[src/hpt_pkg.sv]
`timescale 1ns / 1ps

package hpt_pkg;

    localparam int SLOTS_DEFAULT   = 1024;
    localparam int ID_BITS_DEFAULT = 8;
    localparam int KEY_PARTS       = 5;

    localparam logic [63:0] FNV_BASIS = 64'hCBF2_9CE4_8422_2325;
    // prime is 2^40 + 0x1b3
    localparam int          FNV_SHIFT = 40;
    localparam logic [63:0] FNV_LOW   = 64'h0000_0000_0000_01B3;

    localparam logic [1:0] FUNC_LOOKUP = 2'd0;
    localparam logic [1:0] FUNC_INSERT = 2'd1;
    localparam logic [1:0] FUNC_CLEAR  = 2'd2;

    localparam int SLOT_W  = 10;
    localparam int COUNT_W = 11;
    localparam int FID_W   = 8;

    typedef struct packed {
        logic [1:0]  func;
        logic [31:0] dim_m;
        logic [31:0] dim_n;
        logic [31:0] dim_k;
        logic [15:0] thread_count;
        logic [15:0] tile_edge;
        logic [7:0]  kernel_id;
        logic [31:0] now_time;
    } item_t;

    typedef struct packed {
        logic               hit;
        logic [FID_W-1:0]   found_id;
        logic [SLOT_W-1:0]  slot;
        logic               evicted;
        logic [COUNT_W-1:0] valid_count;
        logic [31:0]        hit_total;
        logic [31:0]        miss_total;
    } result_t;

    typedef struct packed {
        logic        valid;
        logic [31:0] m;
        logic [31:0] n;
        logic [31:0] k;
        logic [15:0] t;
        logic [15:0] e;
        logic [31:0] stamp;
    } entry_t;

    function automatic logic [63:0] fnv_round(input logic [63:0] h, input logic [31:0] part);
        logic [63:0] x;
        x = h ^ {32'd0, part};
        return (x << FNV_SHIFT) + x * FNV_LOW;
    endfunction

endpackage

[src/hpt_front.sv]
`timescale 1ns / 1ps

module hpt_front #(
    parameter int SLOTS = hpt_pkg::SLOTS_DEFAULT
) (
    input  logic                       clk,
    input  logic                       rst_n,
    input  logic                       push,
    input  hpt_pkg::item_t             item,
    output logic                       busy,
    output logic                       job_push,
    output hpt_pkg::item_t             job_item,
    output logic [$clog2(SLOTS)-1:0]   job_home,
    input  logic                       job_full
);
    import hpt_pkg::*;

    localparam int SB = $clog2(SLOTS);

    logic        busy_reg, busy_next;
    logic [2:0]  round_reg, round_next;
    logic [63:0] h_reg, h_next;
    item_t       item_reg;
    logic [31:0] part;
    logic        hash_done;

    assign hash_done = round_reg == 3'(KEY_PARTS);

    always_comb
    begin
        case (round_reg)
            3'd0:    part = item_reg.dim_m;
            3'd1:    part = item_reg.dim_n;
            3'd2:    part = item_reg.dim_k;
            3'd3:    part = {16'd0, item_reg.thread_count};
            3'd4:    part = {16'd0, item_reg.tile_edge};
            default: part = 32'd0;
        endcase
    end

    always_comb
    begin
        busy_next  = busy_reg;
        round_next = round_reg;
        h_next     = h_reg;
        job_push   = 1'b0;
        if (!busy_reg)
        begin
            if (push)
            begin
                busy_next  = 1'b1;
                round_next = 3'd0;
                h_next     = FNV_BASIS;
            end
        end
        else if (!hash_done)
        begin
            h_next     = fnv_round(h_reg, part);
            round_next = round_reg + 3'd1;
        end
        else if (!job_full)
        begin
            job_push  = 1'b1;
            busy_next = 1'b0;
        end
    end

    always_ff @(posedge clk or negedge rst_n)
    begin
        if (!rst_n)
        begin
            busy_reg  <= 1'b0;
            round_reg <= 3'd0;
        end
        else
        begin
            busy_reg  <= busy_next;
            round_reg <= round_next;
        end
    end

    always_ff @(posedge clk)
    begin
        h_reg <= h_next;
        if (!busy_reg && push)
        begin
            item_reg <= item;
        end
    end

    assign busy     = busy_reg;
    assign job_item = item_reg;
    assign job_home = h_reg[SB-1:0];

endmodule

[config.mk]
export PLATFORM = sky130hd
export DESIGN_NAME = hpt_front
export DESIGN_NICKNAME = d
export VERILOG_FILES = /design/src/hpt_pkg.sv /design/src/hpt_front.sv
export SDC_FILE = /design/constraint.sdc
export NUM_CORES = 1
export LEC_CHECK = 0
export BUFFER_PORTS_ARGS = -buffer_cell sky130_fd_sc_hd__buf_2
export CORE_AREA = 2 2 140 142
export DETAILED_ROUTE_END_ITERATION = 7
export DIE_AREA = 0 0 142 144
export PLACE_DENSITY = 0.64
export SYNTH_ARGS = -nofsm -noshare
export SYNTH_HDL_FRONTEND = slang
export SYNTH_SLANG_ARGS = --single-unit
[constraint.sdc]
create_clock -name clk -period 11.6 [get_ports clk]
set_input_delay 0.58 -clock clk [delete_from_list [all_inputs] [get_ports clk]]
set_output_delay 0.58 -clock clk [all_outputs]
set_load 0.01 [all_outputs]
==> flow_metrics.env <==
export IMPL_min_period_over_period_pct=52.6
export IMPL_clkLatencyLatePin_ns=0.43
export IMPL_slowest_delay_ns=0.84
export IMPL_skew_ns=0.0102
export IMPL_worst_pin_slew_ns=1.37
export IMPL_whs_ns=0.319
export IMPL_dieArea_mm2=0.0204
export IMPL_avgSynthCellArea_um2=19.9
export IMPL_synthSimpleGateAreaFrac_pct=2.08
export IMPL_crit_slowest_cell="dfrtp_1"
export IMPL_arrival_ns=6.28
export IMPL_port_buffers=355
export IMPL_design_area_mm2=0.00961
export IMPL_r2r_setup_slack_ns=5.49
export IMPL_path_cells="inv_2 > ha_1 > a32oi_1 > o21ai_0 > xor2_1 > ha_1 > inv_1 > fa_1 > inv_1 > ha_1 > inv_1 > fa_1 > inv_1 > ha_1 > fa_1 > a21o_1 > a21oi_1 > xnor2_1 > xnor2_1 > xnor3_1 > mux2i_1"
export IMPL_ys_warn_count=0
export IMPL_drc=0
export IMPL_crit_required_ns=11.78
export IMPL_r2r_end="h_reg[9]$_SDFFCE_PN1P_"
export IMPL_syn_nets=564
export IMPL_fin_crit_ns=6.11
export IMPL_cp_start_kind="flop"
export IMPL_vias=4617
export IMPL_hold_viol=0
export IMPL_largest_reg_flops=170
export IMPL_cts_sinks=184
export IMPL_ys_async_sr_fraction_pct=2.17
export IMPL_synthAdderAreaFrac_pct=8.14
export IMPL_nets=933
export IMPL_cp_depth=21
export IMPL_crit_family="adder cells"
export IMPL_grt_antenna_before_repair=9
export IMPL_yosysTopAreaCellShare_pct=77.4
export IMPL_drive_gt1_share_pct=54.2
export IMPL_rsz0062_at_grt="no"
export IMPL_rr_startpoint="round_reg[2]$_DFFE_PN0P_"
export IMPL_path_buf_inv=5
export IMPL_synth_mux_area_fraction_pct=0.287
export IMPL_dp_hpwl_um=16400
export IMPL_htreeDepth=4
export IMPL_grt_max_degree=91
export IMPL_root_buffer="clkbuf_16"
export IMPL_grt_pass1_wl_um=28300
export IMPL_routedWlPerCell_um=20.9
export IMPL_cts_tree="yes"
export IMPL_end_kind="flop"
export IMPL_place_area_mm2=0.00901
export IMPL_grt_pass1_vias=4833
export IMPL_synth_xor_area_share_pct=3.94
export IMPL_yosys_area_top_type="edfxtp_1"
export IMPL_die_y_um=144
export IMPL_drv_cap=0
export IMPL_grt_overflow=0
export IMPL_syn2layout_area_growth_pct=37.8
export IMPL_hp_start="item[23]"
export IMPL_final_max_slew_viol_count=0
export IMPL_setup_viol=0
export IMPL_routed_wl_um=20400
export IMPL_worstSetupPathType="flop to flop"
export IMPL_syn_inst=350
export IMPL_synth_most_common_cell="edfxtp_1"
export IMPL_gp_congestion=0.896
export IMPL_endpoint="h_reg[9]$_SDFFCE_PN1P_"
export IMPL_synth_area_mm2=0.00698
export IMPL_io_pins=356
export IMPL_row_count=51
export IMPL_critPathLaunch="round_reg[2]$_DFFE_PN0P_"
export IMPL_synth_top_family_by_area="adder cells"
export IMPL_clkTransAtPathRegs_ns=0.08
export IMPL_ys_top_cells_by_count="edfxtp_1 (180), ha_1 (31), inv_1 (23)"
export IMPL_synth_seq_area_share_pct=78.9
export IMPL_core_area_mm2=0.0191
export IMPL_die_w_um=142
export IMPL_cts_buffers=17
export IMPL_synthTopCellsByArea="edfxtp_1 (77%), ha_1 (5.6%), fa_1 (2.6%)"
export IMPL_ant_nets=0
export IMPL_fin_setup_tns_ns=0
export IMPL_cp_max_fo=24
export IMPL_first_iter_violations=278
export IMPL_clock_fmax_mhz=164
export IMPL_synth_compound_area_share_pct=4.48
export IMPL_grt_usage_pct=19.4
export IMPL_status="finished clean"
export IMPL_synth_edf_count=180
export IMPL_hold_class="input port to flop"
export IMPL_synth_cell_types=39
export IMPL_ys_ff_latch=184
export IMPL_routed_via_density=4.75
export IMPL_start_util_pct=36.6
export IMPL_cts_buffer_depth=2
export IMPL_cts_setup_buffers=0
export IMPL_synth_main_ff_cell="edfxtp_1"
export IMPL_max_slew_margin_pct=8.39
export IMPL_rr_worst_depth=21
export IMPL_drt_pass1_iter_count=4
==> layout by cell type (no fill, tap or decap), types with 2 or more instances in the layout <==
cell type / count
o21ai_0: 8
ha_1: 31
edfxtp_1: 180
buf_2: 355
nand3_1: 3
dfrtp_1: 4
a222oi_1: 7
diode_2: 4
a22oi_1: 2
inv_8: 4
buf_4: 2
clkinv_4: 5
and2_1: 7
a21o_1: 2
nand3b_1: 2
inv_1: 23
inv_6: 2
fa_1: 9
nand2_1: 7
xor2_1: 11
xnor2_1: 11
clkbuf_16: 17
a21oi_1: 3
clkinv_8: 3
nor2_1: 4
mux2i_1: 2
nand2b_1: 3
a32oi_1: 8
xor2_2: 2
==> cell type report <==
type,instances,area (um2)
Fill cell,1662,9470
Tap cell,238,298
Inverter,24,90.1
Timing Repair Buffer,358,1800
Clock inverter,14,155
Clock buffer,17,425
Multi-Input combinational cell,134,1330
Sequential cell,184,5510
Antenna cell,4,10.0
==> worst min path at each step <==
stage	to	slack, ns	depth (start not counted)
after floorplan	busy$_DFF_PN0_	0.28	0
after global placement	busy$_DFF_PN0_	0.40	1
after detailed placement	busy$_DFF_PN0_	0.41	1
after CTS	job_item[147]$_DFFE_PP_	0.30	1
after global routing	job_item[147]$_DFFE_PP_	0.30	1
final	job_item[23]$_DFFE_PP_	0.32	1
==> repair_timing <==
item	CTS	global route
gates resized for setup	0	0
hold buffers	1	0
endpoints found under the hold margin	4	0
==> layer usage <==
metal | vias up | share of wire, % | GRT usage [%] | routed length (um)
li1 | 2080 | - | - | -
met2 | 202 | 54 | 33.9 | 11000
met3 | 49 | 7.8 | 8.01 | 1600
met1 | 2276 | 35 | 20.7 | 7160
met4 | 10 | 2.9 | 8.00 | 588
met5 | - | 0.29 | 0 | 59
==> kinds of logic after synthesis <==
family | after synthesis
muxes | 2
and+or+nand+nor | 28
AOI/OAI and AO/OA | 38
buffers and inverters | 32
adders and majority gates | 40
DFF | 184
xor gates and xnor gates | 26
==> through the flow <==
step	worst slack [ns]	utilization (%)	std cells
6_report	5.49	50.4	973
5_1_grt	5.21	50.3	969
4_1_cts	5.52	50.3	969
3_5_place_dp	5.60	47.2	937
3_3_place_gp	5.82	47.2	937
2_1_floorplan	2.74	-	350
Power is left out: the tool's default activity adds up to more than one toggle a clock period on the data nets, which glitch-free logic cannot reach.
