File: src/hpt_fifo.sv
`timescale 1ns / 1ps

module hpt_fifo #(
    parameter int W     = 8,
    parameter int DEPTH = 2
) (
    input  logic         clk,
    input  logic         rst_n,
    input  logic         wr,
    input  logic [W-1:0] wdata,
    output logic         full,
    input  logic         rd,
    output logic [W-1:0] rdata,
    output logic         empty
);
    localparam int AB = (DEPTH > 1) ? $clog2(DEPTH) : 1;
    localparam int CB = $clog2(DEPTH + 1);

    logic [W-1:0]  buf_q [DEPTH];
    logic [AB-1:0] wp_reg, rp_reg;
    logic [CB-1:0] cnt_reg;
    logic          do_wr, do_rd;

    assign full  = cnt_reg == CB'(DEPTH);
    assign empty = cnt_reg == '0;
    assign do_wr = wr && !full;
    assign do_rd = rd && !empty;
    assign rdata = buf_q[rp_reg];

    always_ff @(posedge clk or negedge rst_n)
    begin
        if (!rst_n)
        begin
            wp_reg  <= '0;
            rp_reg  <= '0;
            cnt_reg <= '0;
        end
        else
        begin
            if (do_wr)
            begin
                wp_reg <= (wp_reg == AB'(DEPTH - 1)) ? '0 : wp_reg + AB'(1);
            end
            if (do_rd)
            begin
                rp_reg <= (rp_reg == AB'(DEPTH - 1)) ? '0 : rp_reg + AB'(1);
            end
            if (do_wr && !do_rd)
            begin
                cnt_reg <= cnt_reg + CB'(1);
            end
            else if (do_rd && !do_wr)
            begin
                cnt_reg <= cnt_reg - CB'(1);
            end
        end
    end

    always_ff @(posedge clk)
    begin
        if (do_wr)
        begin
            buf_q[wp_reg] <= wdata;
        end
    end

endmodule

File: config.mk
export PLATFORM = sky130hd
export DESIGN_NAME = hpt_fifo
export DESIGN_NICKNAME = d
export VERILOG_FILES = /design/src/hpt_fifo.sv
export SDC_FILE = /design/constraint.sdc
export NUM_CORES = 1
export LEC_CHECK = 0
export BUFFER_PORTS_ARGS = -buffer_cell sky130_fd_sc_hd__buf_2
export CAP_MARGIN = 30
export CORE_MARGIN = 2
export CORE_UTILIZATION = 35
export DETAILED_ROUTE_END_ITERATION = 10
export PLACE_DENSITY = 0.57
export SKIP_LAST_GASP = 1
export SLEW_MARGIN = 20
export SYNTH_ARGS = -nofsm -noshare
export SYNTH_HDL_FRONTEND = slang
export SYNTH_SLANG_ARGS = --single-unit
export TNS_END_PERCENT = 50
File: constraint.sdc
create_clock -name clk -period 1.9 [get_ports clk]
set_input_delay 0.095 -clock clk [delete_from_list [all_inputs] [get_ports clk]]
set_output_delay 0.095 -clock clk [all_outputs]
set_load 0.03 [all_outputs]
==> summary.txt, run 1 <==
Floorplan
  – Io pins: 22
  – Initial core utilization: 0.3604
  – Die Y-Extent: slightly above 50 um
  – Row count: 17
  – Core area: 2170 um^2
  – Die width: 51.27 um
  – Die Area: 2629 um^2

Pwr
  – Sw Share: 0.3733
  – P_leak: 0.4380 nW
  – Internal power: around 0.98 mW
  – Max IR drop VDD: 768.8 uV
  – Cell area power density: roughly 1500 nW/um^2
  – Sw Pwr: 0.5812 mW
  – Clk pwr share: 0.151
  – Seq pwr share: 0.454
  – Power, Total: 1.557 mW
  – Comb pwr share: 0.395

Finish
  – Fill cell count: approximately 200
  – Diodes inserted: 0
  – Layout cells sized above 1: 0.3846
  – Non-Filler Instances: approximately 110
  – Largest register FFs: 16
  – Most frequent cells in the layout: buf_2, edfxtp_1, dlygate4sd3_1
  – Final Util: 0.4844
  – Area delta synth->final: 34.40%
  – Commonest non-fill, non-tap cell in the layout: buf_2
  – Final nets: 92

Logic synthesis
  – Net count after synthesis: 57
  – Synth Area in Adders: 0.01600
  – Cell Area, Synth: roughly 800 um^2
  – Seq/Total Area, Yosys: 0.7424
  – Synthesized area per cell: about 18 um^2
  – Yosys cell types: 15
  – Compound-cell area share of the yosys netlist: 0.006400
  – Largest family of logic cells by synthesized area: multiplexers
  – Xor/xnor share of the synthesized area: 0.06560
  – Yosys warns: 0
  – Seq cells post-synth: 20
  – Post-synthesis mux area share: 0.1152
  – Simple logic cell fraction of the synthesized area: 0.03840
  – Synthesized instance count: between 40 and 50

Place
  – Worst slack after detailed placement: 0.4339 ns
  – Placed cells: 93
  – PortBufs: 21
  – GPL Wtd Cong: 0.6209
  – Post-detail-place hpwl: slightly above 800 um

Job
  – Number of max-cap violations: 0

Worst setup path
  – Cell family with most CP delay: flip-flops
  – CP Capture Type: output pin
  – Required time worst endpoint: between 1.5 and 2 ns
  – Setup crit start kind: flop
  – R2r setup slk: about 0.44 ns
  – Critical Path AT: between 1 and 1.5 ns
  – Crit-path max cell delay: about 0.60 ns
  – RR Endpoint: cnt_reg[1]$_DFFE_PN0P_
  – Register-to-Register Path Depth: 6
  – Slowest cell on crit path: dfrtp_1
  – CP Class: flop to output pin
  – Crit-path cells: mux2_2 -> buf_2
  – R2R Path Start: cnt_reg[0]$_DFFE_PN0P_
  – Crit Path Max Fanout: 9
  – Buf/Inv on CP: 1

Global routing
  – GRT overflow: 0
  – Total Routing Usage GR: 0.1013
  – Initial antenna violation count: 0
  – Number of global-route vias before repair: approximately 440
  – First-pass GRT wire length: between 1500 and 2000 um
  – Largest net degree at the start of global routing: 12

Detailed routing
  – Routed vias: approximately 450
  – # DRC: 0
  – WL final: ~1200 um
  – Iteration-0 DRC Markers: 3
  – Vias per cell: between 4 and 5
  – Routed Antenna Nets: 0
  – Routed length per instance: 11.46 um
  – 1st-pass router iterations: 4

STA
  – Clock Skew: 0.004804 ns
  – Achievable Freq: 0.6475 GHz
  – Rel. slew slack: 0.7310
  – Final Max Tran Viols: 0
  – Final worst slack: 0.3556 ns
  – Final setup viols: 0
  – Tmin final: between 1.5 and 2 ns
  – Fin. Hold Viols: 0
  – Unrepaired setup endpoints after global routing: no
  – Final Cycle Share: 0.8129
  – Setup TNS: 0 ns
  – Worst-Margin Slew: 0.4035 ns

Clock network
  – CTS-repair resized insts: 0
  – Sink Count: 20
  – Clock Path Buffers: 2
  – CTS H-Tree Depth: 1
  – Num CTS Buffers: 3
  – Root buf cell: clkbuf_4
  – Clock transition at path regs: about 0.11 ns
  – CTS tree: yes
  – Skew-Pair Late Insertion Delay: about 0.29 ns

Min path
  – Hold WC Path Type: primary input to flop
  – Worst hold start: wr
  – WHS Endpoint: wp_reg$_DFFE_PN0N_
  – Worst hold stages: 3

Outcome
  – Status: finished clean
[final cells by class]
class | instances | area [um^2] | share of cell area
Inverter | 2 | 7.507 | 0.007143
Sequential cell | 20 | 580.6 | 0.5524
Multi-Input combinational cell | 21 | 188.9 | 0.1798
Tap cell | 28 | 35.03 | 0.03333
Clock buffer | 4 | 36.28 | 0.03452
Timing Repair Buffer | 31 | 202.7 | 0.1929
[cells in the mapped netlist]
master / instances / area (um^2)
nand2b_1: 1 / 6.260
xor2_1: 2 / 17.52
buf_2: 1 / 5.000
inv_1: 2 / 7.510
mux2_2: 2 / 22.52
and3_1: 1 / 6.260
nand2_2: 1 / 6.260
mux2_1: 6 / 67.56
o21ai_1: 1 / 5.000
xnor2_1: 2 / 17.52
edfxtp_1: 16 / 480.5
dfrtp_1: 4 / 100.1
ha_1: 1 / 12.51
nor2_1: 3 / 11.26
xnor2_2: 1 / 16.27
[routing by layer]
metal | vias up | share of wire | global-route usage
li1 | 225 | - | -
met1 | 208 | 0.46 | 0.1200
met2 | 12 | 0.48 | 0.1688
met3 | 2 | 0.056 | 0.02632
met4 | 0 | 0.0082 | 0.05263
met5 | - | 0 | 0
[power groups by stage]
stage                     Sequential, mW  Clock [mW]  Combinational, mW
after detailed placement           0.720           0              0.615
after global placement             0.715           0              0.606
after floorplan                    0.668           0              0.498
after global routing               0.726       0.264              0.670
after CTS                          0.711       0.239              0.628
final                              0.707       0.235              0.614
[logic make-up (layout without fill, tap and decap cells)]
kind of cell,Yosys count,after routing
compound gates,1,1
xor+xnor,5,5
fa+ha+maj,1,1
buf+inv,3,37
flops,20,20
mux,8,8
simple gates,6,6
[worst reg2reg max path: stages (launching register included)]
cell	delay [ns]
dfrtp_1	0.44
nand2b_1	0.20
nand2_2	0.12
inv_1	0.05
ha_1	0.30
nor2_1	0.13
xor2_1	0.15
[stage by stage]
stage,hold slack (ns),instance area (um^2)
floorplan,-0.2006,782.0
global placement,-0.09032,924.6
detailed placement,-0.09251,924.6
CTS,0.08603,1051
global route,0.08747,1051
finish,0.08632,1051
[timing repair]
action / CTS / global route
setup buffers: 0 / 0
hold buffers: 9 / 0
endpoints found under the hold margin: 19 / 0
[worst max path at each step]
stage / startpoint / endpoint / slack (ns) / cells past startpoint
finish: rp_reg$_DFFE_PN0P_ / rdata[2] / 0.36 / 2
global route: rp_reg$_DFFE_PN0P_ / rdata[7] / 0.25 / 2
CTS: rp_reg$_DFFE_PN0P_ / rdata[2] / 0.32 / 2
detailed placement: cnt_reg[0]$_DFFE_PN0P_ / cnt_reg[1]$_DFFE_PN0P_ / 0.43 / 6
global placement: cnt_reg[0]$_DFFE_PN0P_ / cnt_reg[1]$_DFFE_PN0P_ / 0.48 / 6
floorplan: cnt_reg[0]$_DFFE_PN0P_ / buf_q[0][0]$_DFFE_PP_ / 0.51 / 3
Note: power is estimated with default switching activity, not from simulation.
==> inputs of run 2 (changes only) <==
--- a/config.mk
+++ b/config.mk
@@ -5,6 +5,7 @@
 export SDC_FILE = /design/constraint.sdc
 export NUM_CORES = 1
 export LEC_CHECK = 0
+export ABC_AREA = 1
 export BUFFER_PORTS_ARGS = -buffer_cell sky130_fd_sc_hd__buf_2
 export CAP_MARGIN = 30
 export CORE_MARGIN = 2
==> constraint.sdc (replaced) <==
create_clock -name clk -period 1.58 [get_ports clk]
set_input_delay 0.079 -clock clk [delete_from_list [all_inputs] [get_ports clk]]
set_output_delay 0.079 -clock clk [all_outputs]
set_load 0.03 [all_outputs]
==> run 2 against run 1 <==
Net effect: non-clock buffer count grew 1; via count grew 31%; register-to-register slack lost 0.27 ns; clock skew shrank 0.0034 ns; critical path depth grew 2; clock-buffer cell count shrank 1; synthesized area grew 3.5%; critical path type unchanged; largest cell class unchanged; largest power group is now combinational logic; highest routed layer unchanged.
==> summary.txt, run 2 <==
Detailed routing
  – Routed Antenna Nets: 0 (unchanged)
  – Vias per cell: 4.301 (+2.0%)
  – Routed vias: 585 (+31%)
  – 1st-pass router iterations: 4 (unchanged)
  – Iteration-0 DRC Markers: 3 (unchanged)
  – Routed length per instance: 10.21 um (-11%)
  – WL final: 1389 um (+14%)
  – # DRC: 0 (unchanged)

Min path
  – Hold WC Path Type: primary input to flop
  – WHS Endpoint: rp_reg$_DFFE_PN0P_
  – Worst hold stages: 3 (unchanged)
  – Worst hold start: rd

STA
  – Clock Skew: 0.001382 ns (-0.003422 ns)
  – Tmin final: ~1.4 ns
  – Final Max Tran Viols: 0 (unchanged)
  – Worst-Margin Slew: 0.3632 ns (-0.04033 ns)
  – Final setup viols: 0 (unchanged)
  – Final Cycle Share: 0.9094
  – Worst hold slack: 0.02020 ns (-0.06612 ns)
  – Setup TNS: 0 ns (unchanged)
  – Unrepaired setup endpoints after global routing: no
  – Fin. Hold Viols: 0 (unchanged)
  – Achievable Freq: between 0.6 and 0.7 GHz
  – Rel. slew slack: 0.7579 (+0.02689)

Logic synthesis
  – Post-synth top area share: 0.5935 (-0.02089)
  – Net count after synthesis: 86 (+51%)
  – Post-synth top cells: nand2_1, edfxtp_1, inv_1, dfrtp_1
  – Ranking of synthesized cells by area: edfxtp_1, nand2_1, dfrtp_1
  – Simple logic cell fraction of the synthesized area: 0.2009 (+0.1625)
  – Yosys warns: 0 (unchanged)
  – Seq/Total Area, Yosys: 0.7172 (-0.02524)
  – Post-synthesis mux area share: 0 (-0.1152)
  – Synth Area in Adders: 0.01546 (-0.0005440)
  – Most used flip-flop cell after synthesis: edfxtp_1
  – Number of flops mapped to enable cells by yosys: 16 (unchanged)
  – Seq cells post-synth: 20 (unchanged)
  – Async SR Flop Fraction: 0.2000 (unchanged)
  – Compound-cell area share of the yosys netlist: 0.01236 (+0.005965)
  – Synthesized area per cell: 11.09 um^2 (-38%)
  – Cell Area, Synth: 809.5 um^2 (+3.5%)
  – Xor/xnor share of the synthesized area: 0.01082 (-0.05478)
  – Yosys cell types: 14 (-1)
  – Most common cell in the netlist: nand2_1
  – Largest family of logic cells by synthesized area: simple AND/OR/NAND/NOR gates
  – Synthesized instance count: 73 (+66%)
  – Most area-hungry cell type in the Yosys netlist: edfxtp_1

Finish
  – Commonest non-fill, non-tap cell in the layout: nand2_1
  – Diodes inserted: 0 (unchanged)
  – Area of the multi-input gates: 193.9 um^2 (+2.6%)
  – Final Util: 0.5031 (+0.01871)
  – Layout cells sized above 1: 0.2778 (-0.1068)
  – Final nets: 122 (+33%)
  – Fill cell count: 204 (+0.49%)
  – Area delta synth->final: 36.17%
  – Largest register FFs: 16 (unchanged)
  – Register area: 580.6 um^2 (unchanged)
  – Most frequent cells in the layout: nand2_1, buf_2, edfxtp_1

Floorplan
  – Core area: 2191 um^2 (+0.98%)
  – Die width: 52.09 um (+1.6%)
  – Die Y-Extent: 52.09 um (+1.6%)
  – Die Area: 2713 um^2 (+3.2%)
  – Initial core utilization: 0.3695 (+0.009065)
  – Row count: 17 (unchanged)
  – Io pins: 22 (unchanged)

Worst setup path
  – Crit-path max cell delay: 0.53 ns (-0.07 ns)
  – Crit-path cells: inv_2 -> nand2_1 -> nand2_1 -> buf_2
  – Critical Path AT: 1.36 ns (-0.09 ns)
  – RR Endpoint: cnt_reg[1]$_DFFE_PN0P_
  – CP Class: flop to output pin
  – Setup crit start kind: flop
  – Most frequent CP cell: nand2_1
  – Register-to-Register Path Depth: 7 (+1)
  – R2R Path Start: cnt_reg[0]$_DFFE_PN0P_
  – Crit Path Max Fanout: 10 (+1)
  – R2r setup slk: 0.17 ns (-0.27 ns)
  – CP Capture Type: output pin
  – Required time worst endpoint: 1.50 ns (-0.30 ns)
  – Slowest cell on crit path: dfrtp_1

Place
  – Post-detail-place hpwl: 1054 um (+28%)
  – PortBufs: 21 (unchanged)
  – GPL Wtd Cong: 0.7760 (+25%)

Clock network
  – Num CTS Buffers: 3 (unchanged)
  – Clock transition at path regs: 0.11 ns (about the same)
  – Root buf cell: clkbuf_4
  – CTS H-Tree Depth: 1 (unchanged)
  – Skew-Pair Late Insertion Delay: 0.29 ns (about the same)
  – CTS tree: yes
  – Clock Path Buffers: 2 (unchanged)
  – Sink Count: 20 (unchanged)

Pwr
  – Power, Total: 2.108 mW (+35%)
  – Cell area power density: 1913 nW/um^2 (+29%)
  – P_leak: 0.5207 nW (+19%)
  – Max IR drop VDD: 1435 uV (+87%)

Global routing
  – Largest net degree at the start of global routing: 13 (+1)
  – GRT overflow: 0 (unchanged)
  – Initial antenna violation count: 0 (unchanged)
  – First-pass GRT wire length: 2553 um (+37%)
  – Number of global-route vias before repair: 638 (+44%)
  – Total Routing Usage GR: 0.1309 (+0.02955)

Job
  – Number of max-cap violations: 0 (unchanged)

Outcome
  – Status: finished clean
run 2: worst max-delay path by stage:
stage                                 from                     end  slack [ns]
detailed placement  cnt_reg[0]$_DFFE_PN0P_  cnt_reg[1]$_DFFE_PN0P_        0.17
global placement    cnt_reg[0]$_DFFE_PN0P_  cnt_reg[1]$_DFFE_PN0P_        0.19
global route            rp_reg$_DFFE_PN0P_                rdata[7]       0.009
floorplan           cnt_reg[0]$_DFFE_PN0P_  cnt_reg[1]$_DFFE_PN0P_        0.10
finish                  rp_reg$_DFFE_PN0P_                rdata[7]        0.14
CTS                     rp_reg$_DFFE_PN0P_                rdata[7]        0.11
run 2: final cells by class:
cell class	count	share of cell area
Multi-Input combinational cell	44	0.1759
Inverter	8	0.02724
Sequential cell	20	0.5267
Timing Repair Buffer	32	0.1907
Clock inverter	1	0.02724
Clock buffer	3	0.02043
Tap cell	28	0.03178
run 2: metal layers:
metal  track usage  wire (um)  part of all wire  vias to the layer above
met2        0.2194        680              0.49                       14
met4       0.06579         19             0.014                        0
met3       0.02586         36             0.026                        2
li1              -          -                 -                      306
met1        0.1591        653              0.47                      263
met5             0          0                 0                        -
run 2: power breakdown:
part	internal [mW]	total, mW	switching [mW]
logic	0.271	0.863	0.592
registers	0.731	0.836	0.105
clock network	0.256	0.409	0.153
total	1.26	2.11	0.850
run 2: stage by stage:
stage	std cells	setup WS [ns]	instance area [um^2]
global route	136	0.009031	1102
detailed placement	123	0.1673	959.7
floorplan	73	0.1014	809.5
finish	136	0.1432	1102
CTS	136	0.1127	1102
global placement	123	0.1918	959.7
run 2: timing repair:
action                                 in CTS  in global routing
endpoints found under the hold margin      20                  0
hold buffers                                9                  0
setup endpoints to repair                   0                  1
resized for setup                           0                  1
buffers inserted                            0                  0
run 2: worst max-delay path, delay by kind of cell, from the launching register on:
family | cells | cell delay, ns
flops | 1 | 0.53
buf+inv | 2 | 0.39
simple gates | 2 | 0.15
run 2: cell families after synthesis:
group / Yosys count
fa+ha+maj: 1
xor+xnor: 1
compound gates: 2
flops: 20
buf+inv: 9
simple gates: 40
